==> config.mk <==
export PLATFORM = sky130hd
export DESIGN_NAME = pop_mul
export DESIGN_NICKNAME = d
export VERILOG_FILES = /design/src/rtl/pop_pkg.sv /design/src/rtl/pop_mul.sv
export SDC_FILE = /design/constraint.sdc
export NUM_CORES = 2
export LEC_CHECK = 0
export BUFFER_PORTS_ARGS = -buffer_cell sky130_fd_sc_hd__clkbuf_2
export CORE_MARGIN = 5
export CORE_UTILIZATION = 50
export DETAILED_ROUTE_END_ITERATION = 6
export GPL_TIMING_DRIVEN = 0
export HOLD_SLACK_MARGIN = 0.12
export PLACE_DENSITY_LB_ADDON = 0.05
export SLEW_MARGIN = 10
export SYNTH_ARGS = -nofsm -noshare
export SYNTH_HDL_FRONTEND = slang
export SYNTH_SLANG_ARGS = --single-unit
==> constraint.sdc <==
create_clock -name clk -period 19.04 [get_ports clk]
set_clock_uncertainty 0.15 [all_clocks]
set_input_delay 1.904 -clock clk [delete_from_list [all_inputs] [get_ports clk]]
set_output_delay 1.904 -clock clk [all_outputs]
set_load 0.01 [all_outputs]
==> src/rtl/pop_pkg.sv <==
// Shared types, codes and constants of the perpetual option pricer.
// Holds the sequencer states, unit request structs and the 2^(2^-k) table.
// No dependencies.
package pop_pkg;

    // Default number of fraction bits on the ports
    localparam int FRAC_BITS_DEF = 16;

    // Configuration register indexes
    localparam int CFG_IDX_W = 3;
    localparam logic [CFG_IDX_W-1:0] CFG_STRIKE     = 3'd0;
    localparam logic [CFG_IDX_W-1:0] CFG_RATE       = 3'd1;
    localparam logic [CFG_IDX_W-1:0] CFG_CARRY      = 3'd2;
    localparam logic [CFG_IDX_W-1:0] CFG_VOLATILITY = 3'd3;
    localparam logic [CFG_IDX_W-1:0] CFG_IS_PUT     = 3'd4;

    // Register reset values
    localparam logic [31:0] STRIKE_RST = 32'd7208960;
    localparam logic [31:0] RATE_RST   = 32'd3277;
    localparam logic [31:0] CARRY_RST  = 32'd3277;
    localparam logic [31:0] VOL_RST    = 32'd13107;

    // Result status codes
    localparam logic [1:0] STATUS_OK    = 2'd0;
    localparam logic [1:0] STATUS_SAT   = 2'd1;
    localparam logic [1:0] STATUS_UNDEF = 2'd2;

    // Q.32 constants and clamps; EXP_ONE is one in Q.60
    localparam logic signed [63:0] HALF_Q32 = 64'sh0000_0000_8000_0000;
    localparam logic signed [63:0] ONE_Q32  = 64'sh0000_0001_0000_0000;
    localparam logic signed [63:0] TMP_LIM  = 64'sh0000_8000_0000_0000;
    localparam logic [63:0] CAP_B    = 64'h0000_8000_0000_0000;
    localparam logic [63:0] CAP_R    = 64'h3FFF_FFFF_FFFF_FFFF;
    localparam logic [63:0] MUL_CAP  = 64'h4000_0000_0000_0000;
    localparam logic [63:0] HI_LIM   = 64'h0000_0000_4000_0000;
    localparam logic [63:0] EXP_ONE  = 64'h1000_0000_0000_0000;
    localparam logic [6:0]  SQRT_STEPS = 7'd48;

    typedef enum logic [4:0] {
        S_IDLE,
        S_CHECK,
        S_V2_WAIT,
        S_DIVB_GO,
        S_DIVB_WAIT,
        S_DIVR_GO,
        S_DIVR_WAIT,
        S_DCHK,
        S_SQRT_WAIT,
        S_YCHK,
        S_LOG_NORM,
        S_LOG_SQ_GO,
        S_LOG_SQ_WAIT,
        S_LOG_STORE,
        S_YMUL_GO,
        S_YMUL_WAIT,
        S_EXP_CHK,
        S_EXP_STEP,
        S_EXP_WAIT,
        S_PRICE,
        S_OUT
    } state_t;

    // Request to the shared multiplier
    typedef struct packed {
        logic        start;
        logic        wide;
        logic [63:0] a;
        logic [63:0] b;
    } mul_req_t;

    // Request to the shared divide / square root unit
    typedef struct packed {
        logic        start;
        logic        sqrt_mode;
        logic [6:0]  steps;
        logic [63:0] num;
        logic [63:0] den;
        logic [63:0] cap;
    } ds_req_t;

    typedef logic [31:0][63:0] pow_tab_t;

    // floor(sqrt(x * 4^zp)), digit by digit
    function automatic logic [63:0] isqrt_sh(input logic [63:0] x, input int zp);
        logic [63:0] rem;
        logic [63:0] root;
        logic [63:0] trial;
        logic [63:0] pair;
        rem  = '0;
        root = '0;
        for (int i = 0; i < 32 + zp; i++) begin
            pair  = (i < 32) ? ((x >> (62 - 2 * i)) & 64'd3) : 64'd0;
            rem   = (rem << 2) | pair;
            trial = (root << 2) | 64'd1;
            if (rem >= trial) begin
                rem  = rem - trial;
                root = (root << 1) | 64'd1;
            end else begin
                root = root << 1;
            end
        end
        return root;
    endfunction

    // 2^(2^-(k+1)) for entry k, in Q.60, by repeated square roots of two
    function automatic pow_tab_t build_pow_tab();
        pow_tab_t    t;
        logic [63:0] c;
        c = 64'd2 << 60;
        for (int k = 0; k < 32; k++) begin
            c    = isqrt_sh(c, 30);
            t[k] = c;
        end
        return t;
    endfunction

    localparam pow_tab_t POW_TAB = build_pow_tab();

endpackage

==> src/rtl/pop_mul.sv <==
// Shared multiplier: one 32x32 multiply-accumulate step per cycle.
// Narrow requests take one step, wide 64x64 requests take four. Uses pop_pkg.
module pop_mul (
    input  logic              clk,
    input  logic              rst_n,
    input  pop_pkg::mul_req_t req,
    output logic              done,
    output logic [127:0]      prod
);
    import pop_pkg::*;

    logic [63:0]  a_reg;
    logic [63:0]  b_reg;
    logic [127:0] acc_reg;
    logic [1:0]   step_reg;
    logic         wide_reg;
    logic         busy_reg;
    logic         done_reg;

    logic [31:0]  a_half;
    logic [31:0]  b_half;
    logic [63:0]  pp;
    logic [6:0]   pp_sh;
    logic [127:0] pp_ext;
    logic         last;

    // Select the partial product of this step
    always_comb
    begin
        a_half = step_reg[1] ? a_reg[63:32] : a_reg[31:0];
        b_half = step_reg[0] ? b_reg[63:32] : b_reg[31:0];
        pp     = 64'(a_half) * 64'(b_half);
        pp_sh  = {step_reg[1] & step_reg[0], step_reg[1] ^ step_reg[0], 5'd0};
        pp_ext = {64'd0, pp} << pp_sh;
        last   = wide_reg ? (step_reg == 2'd3) : 1'b1;
    end

    // Control
    always_ff @(posedge clk or negedge rst_n)
    begin
        if (!rst_n)
        begin
            busy_reg <= 1'b0;
            done_reg <= 1'b0;
        end
        else
        begin
            done_reg <= busy_reg && last;
            if (req.start)
                busy_reg <= 1'b1;
            else if (busy_reg && last)
                busy_reg <= 1'b0;
        end
    end

    // Accumulate
    always_ff @(posedge clk)
    begin
        if (req.start)
        begin
            a_reg    <= req.a;
            b_reg    <= req.b;
            wide_reg <= req.wide;
            acc_reg  <= '0;
            step_reg <= 2'd0;
        end
        else if (busy_reg)
        begin
            acc_reg  <= acc_reg + pp_ext;
            step_reg <= step_reg + 2'd1;
        end
    end

    assign done = done_reg;
    assign prod = acc_reg;

endmodule

==> flow_summary.json <==
{
  "status": "finished, violations left",
  "violations": "DRC",
  "die_w_um": 330,
  "dieArea_mm2": 0.109,
  "grt-busiest-layer": "met2",
  "synthesis.area_mm2": 0.0513,
  "cts_tree": "yes",
  "vias_per_cell": 5.93,
  "met3_usage_pct": 9.50,
  "grt_max_degree": 77,
  "synth_nets": 7320,
  "crit_fanout": 11,
  "cts_buffers": 38,
  "grt_remaining_overflow": 0,
  "worst_slew_pin_slew_ns": 1.38,
  "hold_buffers": 0,
  "relSlewSlack_pct": 5.35,
  "gp_congestion": 1.04,
  "antenna_found_initial": 15,
  "grt.met2_usage_pct": 63.4,
  "endpoint_kind": "register",
  "worstPathRequired_ns": 19.41,
  "start_util_pct": 50.4,
  "critical_path_arrival_ns": 16.03,
  "cp_slowest_stage_delay_ns": 0.90,
  "drt_iter0_markers": 4376,
  "holdCritPathClass": "register to register",
  "syn_inst": 5900,
  "synth_ff_type": "dfxtp_1",
  "post_cts_buffers": 0,
  "drtAntennaViolNets": 0,
  "wire_per_inst_um": 28.9,
  "insertion_delay_ns": 0.64,
  "cts_buffer_depth": 3,
  "avgSynthCellArea_um2": 8.70,
  "async_reset_ff_share_pct": 0.766,
  "syn_to_final_growth_pct": 8.86,
  "cp_common_cell": "fa_1",
  "placedCellCount": 7535,
  "ys_ff_latch": 261,
  "yosys_warnings": 0,
  "htree_levels": 2,
  "reg2reg_slack_ns": 3.38,
  "period_share_pct": 82.2,
  "grt_pass1_wl_um": 318000,
  "start_kind": "register",
  "use_met1_pct": 50.7,
  "cap_violations": 0,
  "layout-drive-gt1-share_pct": 8.24,
  "post-place-ws_ns": 3.70,
  "io_pins": 261,
  "setup_viol": 0,
  "cts.sinks": 261,
  "grt.total_usage_pct": 40.5,
  "setup_slack_ns": 3.38,
  "max_freq_mhz": 63.9,
  "hpwlAfterDp_um": 186000,
  "cts_root_buf": "clkbuf_16",
  "die_y_um": 330,
  "largest_register_ffs": 128,
  "seq_area_frac_synth_pct": 12.7,
  "critPathKind": "register to register",
  "fin_cells": 7615,
  "drc": 4,
  "drt_wl_total_um": 220000,
  "path_clk_slew_ns": 0.06,
  "grt_pass1_vias": 46000,
  "nets": 7627,
  "first_pass_iters": 7,
  "io_buffers": 260,
  "grt_setup_unrepaired": "no",
  "slowest_stage": "mux2i_1",
  "hold_violations": 0,
  "synthDistinctLibCells": 102,
  "period_minus_slack_ns": 15.66,
  "coreArea_mm2": 0.102,
  "synth_edf_count": 129,
  "maxSlewViolCount": 0,
  "num_rows": 117,
  "num_vias": 45100,
  "setup-tns-final_ns": 0,
  "cts_resized": 0
}
-- routing by layer --
metal / part of all wire, % / vias to the layer above
met1: 38 / 22500
met3: 9.9 / 636
met5: 0.012 / -
met2: 44 / 2391
li1: - / 19600
met4: 8.4 / 4
-- cell usage after synthesis (all sizes together), types with 16 or more instances --
| cell | instances | share of area, % |
|---|---|---|
| a21oi | 297 | 3.0 |
| nor2b | 16 | 0.20 |
| fa | 897 | 35 |
| a21o | 97 | 1.4 |
| mux2i | 138 | 2.7 |
| buf | 48 | 0.47 |
| mux2 | 70 | 1.5 |
| a31oi | 20 | 0.27 |
| dfxtp | 130 | 5.1 |
| nand3 | 29 | 0.28 |
| and2 | 57 | 0.70 |
| clkbuf | 248 | 1.8 |
| o31ai | 22 | 0.33 |
| o21ai | 195 | 2.0 |
| o22ai | 25 | 0.30 |
| inv | 900 | 6.6 |
| xor2 | 75 | 1.3 |
| nor2 | 842 | 6.2 |
| nand2 | 699 | 5.1 |
| ha | 391 | 9.5 |
| o21bai | 50 | 0.74 |
| nor3 | 50 | 0.51 |
| edfxtp | 129 | 7.5 |
| o21a | 28 | 0.41 |
| nand2b | 25 | 0.30 |
| o211ai | 19 | 0.29 |
| xnor2 | 92 | 1.6 |
| nor4 | 16 | 0.21 |
| nand4 | 89 | 1.1 |
| or3 | 21 | 0.26 |
-- kinds of logic after synthesis --
family / Yosys count / synth area share, %
AOI/OAI and AO/OA: 882 / 11.2
xor gates and xnor gates: 167 / 2.85
adders and majority gates: 1288 / 44.5
buffers and inverters: 1197 / 8.87
DFF: 261 / 12.7
muxes: 208 / 4.23
and+or+nand+nor: 1897 / 15.6
-- worst paths after layout --
check / from / endpoint / cells after the start
min in group asynchronous: rst_n / done / 1
max in group asynchronous: rst_n / busy_reg / 1
max: step_reg[0] / prod[123] / 42
min: prod[113] / prod[113] / 2
max reg2reg: step_reg[0] / prod[123] / 42
min reg2reg: prod[113] / prod[113] / 2
-- stage by stage --
stage	instance area, um^2	util (%)	hold slack [ns]
after global routing	55800	54.8	0.342
after CTS	55800	54.8	0.318
final	55900	54.8	0.319
after floorplan	51300	-	0.277
after detailed placement	54500	53.5	0.307
after global placement	54300	53.3	0.305
-- placed cells by master, fill, tap and decap left out, types with 11 or more instances in the layout --
cell / count
inv_1: 900
a22o_1: 15
nand4_1: 89
mux2i_1: 118
buf_2: 29
and2_1: 56
a21o_1: 97
clkbuf_2: 263
nor4_1: 15
nor2_1: 842
or3_1: 21
a31oi_1: 19
o22ai_1: 25
fa_1: 897
o21ai_1: 41
nand2b_1: 25
ha_1: 391
o21ai_0: 149
buf_1: 15
dfxtp_1: 130
xor2_1: 75
diode_2: 11
o31ai_1: 21
edfxtp_1: 129
o21a_1: 28
nor2b_1: 16
o21bai_1: 49
nand2_1: 698
clkbuf_16: 39
and3_1: 14
a21oi_1: 290
xnor2_1: 92
mux2_2: 69
mux2i_2: 18
nand3_1: 29
nor3_1: 48
o211ai_1: 18
clkbuf_1: 253
-- cell type report --
| type | count | area, um^2 |
|---|---|---|
| fill | 9753 | 46000 |
| multi-input combinational | 4442 | 40300 |
| sequential | 261 | 6530 |
| inverter | 901 | 3380 |
| tap | 1368 | 1710 |
| timing repair buffer | 267 | 1410 |
| buffer | 296 | 1180 |
| clock buffer | 50 | 1040 |
| clock inverter | 19 | 255 |
| antenna | 11 | 27.5 |
-- critical path, delay by kind of cell, from the launching register on --
kind	cells	cell delay, ns
flip-flops	1	0.40
buffers and inverters	8	3.00
AND/OR/NAND/NOR	10	2.15
multiplexers	1	0.90
XOR/XNOR	1	0.55
AO/OA/AOI/OAI	12	3.47
adder cells (fa/ha/maj)	10	4.87
Power is not shown: default switching activity piles up to over one toggle a cycle in this logic, so the estimate is an artifact.
