$ cat src/rtl/pop_pkg.sv
// Shared types, codes and constants of the perpetual option pricer.
// Holds the sequencer states, unit request structs and the 2^(2^-k) table.
// No dependencies.
package pop_pkg;

    // Default number of fraction bits on the ports
    localparam int FRAC_BITS_DEF = 16;

    // Configuration register indexes
    localparam int CFG_IDX_W = 3;
    localparam logic [CFG_IDX_W-1:0] CFG_STRIKE     = 3'd0;
    localparam logic [CFG_IDX_W-1:0] CFG_RATE       = 3'd1;
    localparam logic [CFG_IDX_W-1:0] CFG_CARRY      = 3'd2;
    localparam logic [CFG_IDX_W-1:0] CFG_VOLATILITY = 3'd3;
    localparam logic [CFG_IDX_W-1:0] CFG_IS_PUT     = 3'd4;

    // Register reset values
    localparam logic [31:0] STRIKE_RST = 32'd7208960;
    localparam logic [31:0] RATE_RST   = 32'd3277;
    localparam logic [31:0] CARRY_RST  = 32'd3277;
    localparam logic [31:0] VOL_RST    = 32'd13107;

    // Result status codes
    localparam logic [1:0] STATUS_OK    = 2'd0;
    localparam logic [1:0] STATUS_SAT   = 2'd1;
    localparam logic [1:0] STATUS_UNDEF = 2'd2;

    // Q.32 constants and clamps; EXP_ONE is one in Q.60
    localparam logic signed [63:0] HALF_Q32 = 64'sh0000_0000_8000_0000;
    localparam logic signed [63:0] ONE_Q32  = 64'sh0000_0001_0000_0000;
    localparam logic signed [63:0] TMP_LIM  = 64'sh0000_8000_0000_0000;
    localparam logic [63:0] CAP_B    = 64'h0000_8000_0000_0000;
    localparam logic [63:0] CAP_R    = 64'h3FFF_FFFF_FFFF_FFFF;
    localparam logic [63:0] MUL_CAP  = 64'h4000_0000_0000_0000;
    localparam logic [63:0] HI_LIM   = 64'h0000_0000_4000_0000;
    localparam logic [63:0] EXP_ONE  = 64'h1000_0000_0000_0000;
    localparam logic [6:0]  SQRT_STEPS = 7'd48;

    typedef enum logic [4:0] {
        S_IDLE,
        S_CHECK,
        S_V2_WAIT,
        S_DIVB_GO,
        S_DIVB_WAIT,
        S_DIVR_GO,
        S_DIVR_WAIT,
        S_DCHK,
        S_SQRT_WAIT,
        S_YCHK,
        S_LOG_NORM,
        S_LOG_SQ_GO,
        S_LOG_SQ_WAIT,
        S_LOG_STORE,
        S_YMUL_GO,
        S_YMUL_WAIT,
        S_EXP_CHK,
        S_EXP_STEP,
        S_EXP_WAIT,
        S_PRICE,
        S_OUT
    } state_t;

    // Request to the shared multiplier
    typedef struct packed {
        logic        start;
        logic        wide;
        logic [63:0] a;
        logic [63:0] b;
    } mul_req_t;

    // Request to the shared divide / square root unit
    typedef struct packed {
        logic        start;
        logic        sqrt_mode;
        logic [6:0]  steps;
        logic [63:0] num;
        logic [63:0] den;
        logic [63:0] cap;
    } ds_req_t;

    typedef logic [31:0][63:0] pow_tab_t;

    // floor(sqrt(x * 4^zp)), digit by digit
    function automatic logic [63:0] isqrt_sh(input logic [63:0] x, input int zp);
        logic [63:0] rem;
        logic [63:0] root;
        logic [63:0] trial;
        logic [63:0] pair;
        rem  = '0;
        root = '0;
        for (int i = 0; i < 32 + zp; i++) begin
            pair  = (i < 32) ? ((x >> (62 - 2 * i)) & 64'd3) : 64'd0;
            rem   = (rem << 2) | pair;
            trial = (root << 2) | 64'd1;
            if (rem >= trial) begin
                rem  = rem - trial;
                root = (root << 1) | 64'd1;
            end else begin
                root = root << 1;
            end
        end
        return root;
    endfunction

    // 2^(2^-(k+1)) for entry k, in Q.60, by repeated square roots of two
    function automatic pow_tab_t build_pow_tab();
        pow_tab_t    t;
        logic [63:0] c;
        c = 64'd2 << 60;
        for (int k = 0; k < 32; k++) begin
            c    = isqrt_sh(c, 30);
            t[k] = c;
        end
        return t;
    endfunction

    localparam pow_tab_t POW_TAB = build_pow_tab();

endpackage

$ cat src/rtl/pop_divsqrt.sv
// Shared shift-subtract unit: restoring division or digit-by-digit square root,
// one quotient or root bit per cycle. Uses pop_pkg.
module pop_divsqrt (
    input  logic             clk,
    input  logic             rst_n,
    input  pop_pkg::ds_req_t req,
    output logic             done,
    output logic [63:0]      result
);
    import pop_pkg::*;

    logic [63:0] x_reg;
    logic [63:0] den_reg;
    logic [63:0] cap_reg;
    logic [63:0] rem_reg;
    logic [63:0] q_reg;
    logic [6:0]  steps_reg;
    logic [6:0]  cnt_reg;
    logic        sqrt_reg;
    logic        over_reg;
    logic        busy_reg;
    logic        done_reg;

    logic [63:0] rem_div;
    logic [63:0] rem_sqrt;
    logic [63:0] op_a;
    logic [63:0] op_b;
    logic [64:0] diff;
    logic        take;
    logic [63:0] q_next;
    logic        last;

    // One step: shared subtract and compare
    always_comb
    begin
        rem_div  = {rem_reg[62:0], x_reg[63]};
        rem_sqrt = {rem_reg[61:0], x_reg[63:62]};
        op_a     = sqrt_reg ? rem_sqrt : rem_div;
        op_b     = sqrt_reg ? {q_reg[61:0], 2'b01} : den_reg;
        diff     = {1'b0, op_a} - {1'b0, op_b};
        take     = sqrt_reg ? !diff[64] : (rem_reg[63] || !diff[64]);
        q_next   = {q_reg[62:0], take};
        last     = (cnt_reg == steps_reg - 7'd1);
    end

    // Control
    always_ff @(posedge clk or negedge rst_n)
    begin
        if (!rst_n)
        begin
            busy_reg <= 1'b0;
            done_reg <= 1'b0;
        end
        else
        begin
            done_reg <= busy_reg && last;
            if (req.start)
                busy_reg <= 1'b1;
            else if (busy_reg && last)
                busy_reg <= 1'b0;
        end
    end

    // Datapath
    always_ff @(posedge clk)
    begin
        if (req.start)
        begin
            x_reg     <= req.num;
            den_reg   <= req.den;
            cap_reg   <= req.cap;
            steps_reg <= req.steps;
            sqrt_reg  <= req.sqrt_mode;
            rem_reg   <= '0;
            q_reg     <= '0;
            cnt_reg   <= '0;
            over_reg  <= 1'b0;
        end
        else if (busy_reg)
        begin
            x_reg    <= sqrt_reg ? {x_reg[61:0], 2'b00} : {x_reg[62:0], 1'b0};
            rem_reg  <= take ? diff[63:0] : op_a;
            q_reg    <= q_next;
            cnt_reg  <= cnt_reg + 7'd1;
            // once past the cap the quotient stays past it
            over_reg <= over_reg || (q_next > cap_reg);
        end
    end

    assign done   = done_reg;
    assign result = (!sqrt_reg && over_reg) ? cap_reg : q_reg;

endmodule

$ cat config.mk
export PLATFORM = sky130hd
export DESIGN_NAME = pop_divsqrt
export DESIGN_NICKNAME = d
export VERILOG_FILES = /design/src/rtl/pop_pkg.sv /design/src/rtl/pop_divsqrt.sv
export SDC_FILE = /design/constraint.sdc
export NUM_CORES = 1
export LEC_CHECK = 0
export CELL_PAD_IN_SITES_DETAIL_PLACEMENT = 1
export CELL_PAD_IN_SITES_GLOBAL_PLACEMENT = 1
export CORE_UTILIZATION = 46
export DETAILED_ROUTE_END_ITERATION = 10
export DONT_BUFFER_PORTS = 1
export PLACE_DENSITY_LB_ADDON = 0.1
export SLEW_MARGIN = 20
export SYNTH_ARGS = -nofsm -noshare
export SYNTH_HDL_FRONTEND = slang
export SYNTH_SLANG_ARGS = --single-unit
$ cat constraint.sdc
create_clock -name clk -period 5.6 [get_ports clk]
set_input_delay 1.12 -clock clk [delete_from_list [all_inputs] [get_ports clk]]
set_output_delay 1.12 -clock clk [all_outputs]
set_load 0.01 [all_outputs]
==> impl_metrics.json <==
{
  "synth_cells": 2040,
  "gr-total-overflow": 0,
  "post_cts_buffers": 0,
  "synth_ff_type": "edfxtp_1",
  "finalSetupViolCount": 0,
  "cts_buffers": 41,
  "crit_required_ns": 5.98,
  "clk_latency_ns": 0.57,
  "clockBufferDepth": 3,
  "p_per_area_nw_per_um2": 492,
  "vias": 15200,
  "rows": 76,
  "drive_gt1_frac": 0.109,
  "setup_ws_ns": 0.521,
  "syn-num-nets": 2374,
  "die_width_um": 213,
  "synth.area.top_cells": "edfxtp_1, dfxtp_1, mux2i_1",
  "fmax_ghz": 0.197,
  "reg2reg_slack_ns": 0.52,
  "area_delta_synth_final_pct": 8.60,
  "routed_wl_mm": 54.6,
  "yosysWarnings": 0,
  "ys_ff_latch": 338,
  "skew_ns": 0.0217,
  "power.leakage_nw": 9.90,
  "synth_edf_count": 200,
  "violations": "slew limit",
  "grt_pass1_vias": 15700,
  "multi_input_area_um2": 11000,
  "synth_top_cell_by_area": "edfxtp_1",
  "synth_cell_types": 72,
  "maxCapViolCount": 0,
  "hold_viol": 0,
  "pre_cts_ws_ns": 0.479,
  "critPathArrivalTime_ns": 5.46,
  "dp_hpwl_mm": 39.2,
  "num-fill-cells": 4782,
  "cp-end-kind": "flip-flop",
  "fin_util": 0.511,
  "fin_crit_sh": 0.907,
  "finalSetupTns_ns": 0,
  "rsz0062_at_grt": "false",
  "synth_top_area_frac": 0.293,
  "drt_iter0_drc": 696,
  "die_area_um2": 45400,
  "period_minus_slack_ns": 5.08,
  "cts_root_buf": "clkbuf_16",
  "dr.pass1.iters": 5,
  "initial_utilization": 0.471,
  "status": "finished with violations",
  "wl_per_cell_um": 20.9,
  "syn_area_um2": 20500,
  "die_h_um": 213,
  "routabilityCongestion": 0.883,
  "portBuffers": 0,
  "via_per_inst": 5.83,
  "cts.sinks": 338,
  "tightest_slew_ns": 1.58,
  "cts_resized": 0,
  "ys_seq_area_frac": 0.428,
  "antenna_found_initial": 1,
  "ios": 268,
  "htreeDepth": 2,
  "grt_usage": 0.237,
  "holdBufCountCts": 0,
  "cts_tree": "yes",
  "async_flop_share": 0.00592,
  "finalNetCount": 2323,
  "power.ir.vdd_worst_mv": 0.322,
  "num_antenna_cells": 0,
  "startpoint_type": "flip-flop",
  "avgSynthCellArea_um2": 10.1,
  "slew_headroom": -0.0541,
  "grt_pass1_wl_mm": 85.1,
  "hold_path_class": "in2async",
  "finalMaxSlewViolations": 79,
  "grt_max_degree": 398,
  "ant_nets": 0,
  "core_um2": 43600,
  "timing_worst_setup_path_type": "reg2reg",
  "seqCellArea_um2": 8780,
  "crit_fanout": 31,
  "clk_transition_reported_paths_ns": 0.05,
  "drc": 0
}
cell usage after synthesis, drive strengths merged (3+ instances only):
cell type	n
nand2b	7
nor3	18
ha	130
a21o	47
a21boi	4
o31ai	7
a311oi	7
a2111oi	5
o21a	14
dfxtp	136
a211o	4
a211oi	53
or2	3
or3	6
nor2b	14
nor4	7
o2111ai	3
mux2i	211
and3	11
o21ai	129
inv	90
clkbuf	86
o211ai	15
o221ai	3
edfxtp	200
nor2	188
nand4	42
nand2	163
a21oi	127
a221oi	5
and2	9
nand3b	3
mux2	127
xor2	24
nand3	17
o211a	4
buf	27
o21bai	12
xnor2	42
a31oi	12
a2111o	3
logic make-up (layout without fill, tap and decap cells):
family,after synthesis,after routing,synth area share
AO/OA/AOI/OAI,470,470,0.146
XOR/XNOR,66,66,0.0282
adder cells (fa/ha/maj),131,131,0.0803
buffers and inverters,204,185,0.0381
flip-flops,338,338,0.428
multiplexers,338,338,0.173
AND/OR/NAND/NOR,493,493,0.106
cell usage in the layout (no fill, tap or decap), types with 15 or more instances in the layout:
cell / count
mux2i_1: 211
edfxtp_1: 200
nor2_1: 188
nand2_1: 163
dfxtp_1: 136
ha_1: 130
mux2_2: 127
a21oi_1: 125
o21ai_0: 122
inv_1: 88
a211oi_1: 53
a21o_1: 47
nand4_1: 42
xnor2_1: 42
clkbuf_16: 41
xor2_1: 24
nor3_1: 18
nand3_1: 17
buf_4: 16
o211ai_1: 15
clkbuf_1: 15
power by group:
group	internal (W)	leakage [nW]	total, W	switching (W)
logic	0.00207	6.11	0.00515	0.00308
clock network	0.00151	0.622	0.00256	0.00105
registers	0.00301	3.17	0.00324	0.000230
metal layers:
metal	wire (um)	vias up	track usage
met5	0	-	0
met4	1400	0	0.0767
met3	2080	86	0.0363
met2	26000	294	0.401
met1	25100	7435	0.310
li1	-	7385	-
area by class of cell:
class,instances,share of cell area
well taps,585,0.0329
flip-flops and latches,338,0.394
repair buffers,19,0.00809
clock inverters,18,0.00787
multi-input cells,1498,0.492
clock buffers,57,0.0492
inverters,91,0.0153
path summary, 6_finish.rpt:
path                          endpoint        start  cells past startpoint
min in group clk           rem_reg[63]  rem_reg[63]                      1
max reg2reg                   over_reg     sqrt_reg                     24
max                           over_reg     sqrt_reg                     24
min reg2reg                rem_reg[63]  rem_reg[63]                      1
min                               done        rst_n                      0
max in group asynchronous     busy_reg        rst_n                      0
worst max-delay path, stage by stage (launching register included):
cell	delay (ns)
edfxtp_1	0.38
buf_12	0.16
buf_12	0.25
buf_4	0.28
mux2_2	0.38
ha_1	0.39
a21o_1	0.22
a21o_1	0.18
a21oi_1	0.20
o211a_2	0.25
o21ai_1	0.09
a31oi_2	0.40
o21ai_4	0.13
inv_2	0.07
ha_1	0.13
nor2b_1	0.04
o21a_1	0.16
o21a_1	0.16
o21a_1	0.16
o21a_1	0.16
o21a_1	0.16
o21ai_0	0.15
a21oi_1	0.09
o31ai_1	0.20
a211oi_1	0.10
through the flow:
stage | area, um2 | instances | power (W) | hold slack (ns)
6_report | 22300 | 2606 | 0.0109 | 0.256
4_1_cts | 22300 | 2606 | 0.0110 | 0.216
5_1_grt | 22300 | 2606 | 0.0117 | 0.228
3_5_place_dp | 21000 | 2531 | 0.00836 | 0.469
3_3_place_gp | 21000 | 2531 | 0.00827 | 0.456
2_1_floorplan | 20500 | 2040 | 0.00713 | 0.442
(Power assumes the default switching activity.)
